## config.mk

```make
export PLATFORM = sky130hd
export DESIGN_NAME = snfc_tally_flat
export DESIGN_NICKNAME = d
export VERILOG_FILES = /design/src/rtl/core/snfc_pkg.sv /design/src/rtl/core/snfc_if.sv /design/src/rtl/core/snfc_tally.sv /design/src/flat_wrapper.sv
export SDC_FILE = /design/constraint.sdc
export NUM_CORES = 1
export LEC_CHECK = 0
export BUFFER_PORTS_ARGS = -buffer_cell sky130_fd_sc_hd__buf_2
export CAP_MARGIN = 15
export CORE_ASPECT_RATIO = 0.9
export CORE_UTILIZATION = 45
export CTS_CLUSTER_DIAMETER = 30
export CTS_CLUSTER_SIZE = 12
export DETAILED_ROUTE_END_ITERATION = 7
export GPL_ROUTABILITY_DRIVEN = 1
export GPL_TIMING_DRIVEN = 0
export PLACE_DENSITY = 0.83
export SKIP_LAST_GASP = 1
export SYNTH_ARGS = -nofsm -noshare
export SYNTH_HDL_FRONTEND = slang
export SYNTH_SLANG_ARGS = --single-unit
```

## constraint.sdc

```tcl
create_clock -name clk -period 4.61 [get_ports clk]
set_input_delay 0.6915 -clock clk [delete_from_list [all_inputs] [get_ports clk]]
set_output_delay 0.6915 -clock clk [all_outputs]
set_load 0.01 [all_outputs]
```

## src/rtl/core/snfc_pkg.sv

```systemverilog
// Shared types, constants and comparator helpers of the sorting network fitness checker.
package snfc_pkg;

  localparam int VEC_W      = 16;
  localparam int GENE_SLOTS = 64;
  localparam int SLOT_W     = 6;
  localparam int POS_W      = 4;
  localparam int TALLY_W    = 24;
  localparam int ZC_W       = 5;
  localparam int CFG_W      = 7;
  localparam int ACT_W      = 2;

  // Operation codes carried by an input item.
  typedef enum logic [ACT_W-1:0] {
    ACT_LOAD  = 2'd0,
    ACT_TEST  = 2'd1,
    ACT_CLEAR = 2'd2
  } action_t;

  // One gene: two comparators, packed as held in each cell.
  typedef struct packed {
    logic [POS_W-1:0] two_hi;
    logic [POS_W-1:0] two_lo;
    logic [POS_W-1:0] one_hi;
    logic [POS_W-1:0] one_lo;
  } gene_t;

  // Contents of one chain stage as it moves from cell to cell.
  typedef struct packed {
    logic              valid;
    action_t           action;
    logic [SLOT_W-1:0] slot;
    gene_t             gene;
    logic [VEC_W-1:0]  bits;
    logic [ZC_W-1:0]   zero_count;
  } stage_t;

  // A single compare-exchange on a zero-one vector.
  function automatic logic [VEC_W-1:0] apply_cmp(input logic [VEC_W-1:0] v,
                                                 input logic [POS_W-1:0] p,
                                                 input logic [POS_W-1:0] q);
    logic [POS_W-1:0] a;
    logic [POS_W-1:0] b;
    logic [VEC_W-1:0] r;
    a = (p < q) ? p : q;
    b = (p < q) ? q : p;
    r = v;
    if (a != b && 32'(b) < VEC_W) begin
      if (v[a] && !v[b]) begin
        r[a] = 1'b0;
        r[b] = 1'b1;
      end
    end
    return r;
  endfunction

  // One gene: the first comparator, then the second unless both are the same.
  function automatic logic [VEC_W-1:0] apply_gene(input logic [VEC_W-1:0] v,
                                                  input gene_t g);
    logic [VEC_W-1:0] r;
    r = apply_cmp(v, g.one_lo, g.one_hi);
    if (g.one_lo != g.two_lo || g.one_hi != g.two_hi) begin
      r = apply_cmp(r, g.two_lo, g.two_hi);
    end
    return r;
  endfunction

endpackage

```

## src/rtl/core/snfc_if.sv

```systemverilog


interface snfc_out_if;
  logic                          valid;
  logic                          ready;
  logic                          sorted_ok;
  logic [snfc_pkg::TALLY_W-1:0]  passed_tests;
  logic [snfc_pkg::TALLY_W-1:0]  total_tests;

  modport source (output valid, sorted_ok, passed_tests, total_tests, input ready);
  modport sink (input valid, sorted_ok, passed_tests, total_tests, output ready);
endinterface

```

## src/rtl/core/snfc_tally.sv

```systemverilog
// End of the chain: checks the sorted pattern, keeps the tallies and holds the result item.
module snfc_tally (
  input  logic              clk,
  input  logic              rst,
  input  snfc_pkg::stage_t  stage_in,
  output logic              advance,
  snfc_out_if.source        results
);

  logic                         res_valid;
  logic                         ok;
  logic [snfc_pkg::TALLY_W-1:0] pass_tally;
  logic [snfc_pkg::TALLY_W-1:0] test_tally;
  logic [snfc_pkg::VEC_W-1:0]   expect_bits;
  logic [snfc_pkg::ZC_W-1:0]    zc_clamped;
  logic                         ok_next;

  // The chain moves whenever the result register is free or being emptied.
  assign advance = !res_valid || results.ready;

  // Expected pattern: zeros below the clamped zero count, ones above.
  always_comb begin
    zc_clamped = (32'(stage_in.zero_count) > snfc_pkg::VEC_W) ?
                 snfc_pkg::ZC_W'(snfc_pkg::VEC_W) : stage_in.zero_count;
    for (int i = 0; i < snfc_pkg::VEC_W; i++) begin
      expect_bits[i] = (i >= 32'(zc_clamped));
    end
    ok_next = (stage_in.bits == expect_bits);
  end

  // Tallies and result register.
  always_ff @(posedge clk) begin
    if (rst) begin
      res_valid  <= 1'b0;
      pass_tally <= '0;
      test_tally <= '0;
    end else if (advance) begin
      res_valid <= stage_in.valid && stage_in.action == snfc_pkg::ACT_TEST;
      if (stage_in.valid) begin
        case (stage_in.action)
          snfc_pkg::ACT_TEST: begin
            ok <= ok_next;
            if (test_tally != '1) begin
              test_tally <= test_tally + 1'b1;
            end
            if (ok_next && pass_tally != '1) begin
              pass_tally <= pass_tally + 1'b1;
            end
          end
          snfc_pkg::ACT_CLEAR: begin
            pass_tally <= '0;
            test_tally <= '0;
          end
          default: begin
          end
        endcase
      end
    end
  end

  assign results.valid        = res_valid;
  assign results.sorted_ok    = ok;
  assign results.passed_tests = pass_tally;
  assign results.total_tests  = test_tally;

endmodule

```

## src/flat_wrapper.sv

```systemverilog
// flat-port wrapper written by rule: the top's interface ports become plain ports
module snfc_tally_flat 
  (clk, rst, stage_in, advance, results_valid, results_sorted_ok, results_passed_tests, results_total_tests, results_ready);
  snfc_out_if results_i ();
  input  logic clk;
  input  logic rst;
  input  snfc_pkg::stage_t stage_in;
  output logic advance;
  output wire logic [$bits(results_i.valid)-1:0] results_valid;
  output wire logic [$bits(results_i.sorted_ok)-1:0] results_sorted_ok;
  output wire logic [$bits(results_i.passed_tests)-1:0] results_passed_tests;
  output wire logic [$bits(results_i.total_tests)-1:0] results_total_tests;
  input wire logic [$bits(results_i.ready)-1:0] results_ready;
  assign results_valid = results_i.valid;
  assign results_sorted_ok = results_i.sorted_ok;
  assign results_passed_tests = results_i.passed_tests;
  assign results_total_tests = results_i.total_tests;
  assign results_i.ready = results_ready;
  snfc_tally u_core (.clk(clk), .rst(rst), .stage_in(stage_in), .advance(advance), .results(results_i));
endmodule
```

# Yosys cells after proc, flatten, opt, wreduce, memory -nomap -nowiden
# Index checks and enable logic that the tools add are counted.
[classes]
add_sub_neg = 2
magnitude_cmp = 17
eq_ne = 7
mux = 5
bitwise_logic = 1
reduce_logical = 8
[op_table]
columns = ["operator", "count"]
rows = [
  ["24-bit one-hot mux with 2 select lines", 2],
  ["24-bit by 1-bit adder with 24-bit output (second input constant)", 2],
  ["24-bit two-way mux", 2],
  ["24-bit inequality test (second input constant)", 2],
  ["4-bit by 5-bit >= comparator with 1-bit output (first input constant)", 8],
  ["3-bit by 5-bit >= comparator with 1-bit output (first input constant)", 4],
  ["16-bit equality test", 1],
  ["4-bit AND reduction", 3],
  ["1-bit by 5-bit >= comparator with 1-bit output (first input constant)", 2],
  ["2-bit by 5-bit >= comparator with 1-bit output (first input constant)", 2],
  ["5-bit greater-than comparator (second input constant)", 1],
  ["5-bit two-way mux", 1],
  ["2-bit inequality test (second input constant)", 2],
  ["2-bit by 1-bit equality test with 1-bit output (second input constant)", 1],
  ["2-bit equality test (second input constant)", 1],
  ["1-bit logical AND", 2],
  ["2-bit nonzero test", 1],
  ["1-bit zero test", 1],
  ["1-bit logical OR", 1],
  ["1-bit inverter", 1],
]
[word_totals]
register_bits = 50
inputBits = 49
output_inout_bits = 51
elab_cells = 44

# Longest topological paths before layout
[logic_depth]
depth_word = 7
ltp_mapped = 10
depth_no_buf = 8

# Worst setup path before layout
# No wires, ideal clock.
[synth_timing]
kind = "input port to flip-flop"
startpoint = "in stage_in[0] (netlist bit)"
endpoint = "reg u_core.pass_tally (netlist bit u_core.results.passed_tests[19])"
setup_ns = 0.087
t_arrival_ns = 3.217
t_required_ns = 4.523
setup_slack_ns = 1.306
path_stages = 9
path_buffers = 3
cell_sequence = "clkbuf_1 > a21oi_1 > or4_1 > or4_4 > or4_4 > or2_1 > buf_2 > buf_6 > o31ai_1"
[synth_via]
elab_chain_len = 7
word_cells_on_any_way = 22
cone_classes = "17 x order compare; 2 x eq/ne; 1 x mux; 2 x reduce/logical"
[synth_lines]
columns = ["item", "line_no", "source"]
rows = [
  ["from (decl)", "flat_wrapper.sv:7", "input snfc_pkg::stage_t stage_in;"],
  ["5-bit greater-than comparator", "snfc_tally.sv:23", "zc_clamped = (32'(stage_in.zero_count) > snfc_pkg::VEC_W) ?"],
  ["5-bit two-way mux *", "snfc_tally.sv:23", ""],
  ["1-bit by 5-bit >= comparator with 1-bit output (tied with other cells)", "snfc_tally.sv:26", "expect_bits[i] = (i >= 32'(zc_clamped));"],
  ["16-bit equality test *", "snfc_tally.sv:28", "ok_next = (stage_in.bits == expect_bits);"],
  ["1-bit logical AND *", "snfc_tally.sv:46", "if (ok_next && pass_tally != '1) begin"],
  ["2-bit inequality test (no source line) *", "--", ""],
  ["4-bit AND reduction (no source line) *", "--", ""],
  ["to (signal assigned)", "snfc_tally.sv:47", "pass_tally <= pass_tally + 1'b1;"],
  ["to (decl)", "snfc_tally.sv:12", "logic [snfc_pkg::TALLY_W-1:0] pass_tally;"],
]
# Mark *: on every way between the ends. The rest lies on a longest branch, timed or not.
# A chain may end at the register's enable or synchronous reset.

# Worst setup path in the final report
# Ends and elaborated chain as after synthesis.

==> results.json <==
{
  "crit_path_max_fanout": 10,
  "clockBufferDepth": 2,
  "ys_ff_latch": 50,
  "io_buffers": 77,
  "drive_gt1_share_pct": 20.78,
  "rsz0062_at_grt": "no",
  "ios": 100,
  "start_util_pct": 47.09,
  "max_stage_delay_ps": 590,
  "synth_cells": 401,
  "finalCriticalPeriod_ps": 3480,
  "grt_usage_pct": 23.31,
  "area_growth_pct": 18.98,
  "p_leak_nw": 1.403,
  "multiInputGateArea_um2": 1993,
  "post_cts_buffers": 0,
  "ys_types": 54,
  "num_antenna_cells": 0,
  "grt_max_degree": 16,
  "num-fill-cells": 614,
  "rows": 28,
  "period_share_pct": 75.48,
  "dr.pass1.iters": 7,
  "cts_tree": "built",
  "ctsResizeCount": 0,
  "root_buffer": "clkbuf_8",
  "core_area_um2": 6621,
  "cap_viol_max_count": 0,
  "synth-edff-count": 1,
  "finalSetupTns_ps": 0,
  "synth_ff_type": "dfxtp_1",
  "drv_slew": 0,
  "critPathSlowestCell": "or4_4",
  "crit_path_end_kind": "register",
  "clkLatencyLatePin_ps": 310,
  "slew_headroom_pct": 48.88,
  "finalHoldViolCount": 0,
  "worstMarginPinSlew_ps": 761.0,
  "status": "finished clean",
  "final_cell_mix": "81 x buf_2, 49 x dfxtp_1, 37 x nand2_1",
  "die_h_um": 80.97,
  "dieArea_um2": 7266,
  "drt_iter0_drc": 251,
  "wl_per_cell_um": 14.80,
  "antenna_found_initial": 0,
  "fin_util_pct": 56.03,
  "clk_pin_slew_ps": 90,
  "die_x_um": 89.74,
  "peakVddDrop_v": 0.0001088,
  "drc": 0,
  "avgSynthCellArea_um2": 7.776,
  "viasPerCell": 5.887,
  "synthArstFlopShare_pct": 0,
  "arrival_ps": 3700,
  "holdBufCountCts": 0,
  "fin_worst_skew_ps": 10.57,
  "clock-sinks": 50,
  "vias": 3391,
  "crit_required_ps": 4830,
  "overflow": 0,
  "gp_congestion": 0.9308,
  "register_area_um2": 1011,
  "fin_nets": 536,
  "fmax_mhz": 287.4,
  "grt_first_pass_wirelength_um": 13950,
  "ys_warn_count": 0,
  "syn_nets": 452,
  "drtAntennaViolNets": 0,
  "powerDensity_nw_per_um2": 215.7,
  "grt_pass1_vias": 2950,
  "finalSetupViolations": 0,
  "syn-cell-area_um2": 3118,
  "wl_um": 8522,
  "path_class": "in -> reg",
  "yosysSeqAreaShare_pct": 32.42,
  "final_common_cell": "buf_2",
  "cts.htree.levels": 2,
  "cts_inserted_buffers": 5,
  "hold_path_class": "reg -> reg",
  "cp-start-kind": "input port",
  "critical_path.cell_chain": "buf_2, clkbuf_1, a21oi_1, or4_1, or4_4, or4_4, or2_1, buf_2, buf_6, o31ai_1",
  "dp_hpwl_um": 6383
}
[worst max-delay path: cells and delay by family]
| kind | cells | cell delay (ps) |
|---|---|---|
| AO/OA/AOI/OAI | 2 | 340 |
| buffers and inverters | 4 | 780 |
| AND/OR/NAND/NOR | 4 | 1890 |
[power by group]
group	internal (mW)	switching (mW)
combinational	0.0331	0.0574
clock	0.122	0.153
sequential	0.434	0.00124
total	0.588	0.212
[logic make-up (layout without fill, tap and decap cells)]
family	after synthesis	in the layout	synth area share, %
flops	50	50	32.42
buf+inv	27	112	3.652
compound gates	91	91	20.39
mux	3	3	0.9631
simple gates	206	206	35.59
xor+xnor	22	22	6.180
fa+ha+maj	2	2	0.8024
[worst paths after layout]
check        slack (ps)  cells past startpoint                         endpoint                            start
max                1130                     10  u_core.results.passed_tests[19]                      stage_in[0]
min                 530                      2  u_core.results.passed_tests[18]  u_core.results.passed_tests[18]
max reg2reg        1740                      9  u_core.results.passed_tests[21]   u_core.results.passed_tests[0]
min reg2reg         530                      2  u_core.results.passed_tests[18]  u_core.results.passed_tests[18]
[synthesized netlist by cell type (5+ instances only)]
| master | count | area, µm² |
|---|---|---|
| and4_1 | 6 | 52.55 |
| o21ai_0 | 15 | 75.07 |
| and3_1 | 10 | 62.56 |
| nor2_1 | 34 | 127.6 |
| clkbuf_1 | 13 | 48.80 |
| nor3_1 | 13 | 65.06 |
| nor4_1 | 9 | 56.30 |
| o211ai_1 | 16 | 120.1 |
| nor2b_1 | 7 | 43.79 |
| and2_1 | 9 | 56.30 |
| inv_1 | 9 | 33.78 |
| a31oi_1 | 5 | 31.28 |
| a21oi_1 | 14 | 70.07 |
| nand2_1 | 37 | 138.9 |
| xnor2_1 | 14 | 122.6 |
| nand3_1 | 32 | 160.2 |
| dfxtp_1 | 49 | 980.9 |
| nand4_1 | 12 | 75.07 |
| xor2_1 | 8 | 70.07 |
| o31ai_1 | 15 | 112.6 |
| nand2b_1 | 11 | 68.82 |
[per-layer routing]
metal  vias to the layer above  routed length [µm]  GRT usage [%]
li1                       1664                   -              -
met1                      1573                4133          32.82
met2                       136                3719          37.08
met3                        18                 528          2.996
met4                         0                 140          7.705
met5                         -                   0              0
[through the flow]
step / cells / cell area, µm² / total power [mW] / hold WS [ps] / setup WS [ps]
detailed placement: 568 / 3616 / 0.5343 / 511.9 / 867.3
global route: 576 / 3710 / 0.8321 / 553.3 / 1021
CTS: 576 / 3710 / 0.8035 / 524.6 / 1170
floorplan: 401 / 3118 / 0.5004 / 504.3 / 1306
finish: 576 / 3710 / 0.8002 / 529.3 / 1130
global placement: 568 / 3616 / 0.5319 / 492.3 / 934.1
[final cells by class]
| type | instances | area share [%] |
|---|---|---|
| timing repair buffer | 77 | 10.39 |
| clock inverter | 2 | 0.3035 |
| sequential | 50 | 27.25 |
| inverter | 9 | 0.9106 |
| multi-input combinational | 324 | 53.73 |
| buffer | 18 | 2.159 |
| tap | 90 | 3.035 |
| clock buffer | 6 | 2.226 |
[state kept, by name (all words and copies together), names as in the netlist]
register and count:
u_core.results.sorted_ok 1, u_core.results.valid 1, u_core.results.passed_tests 24, u_core.results.total_tests 24
Power figures use the tool's default switching activity.
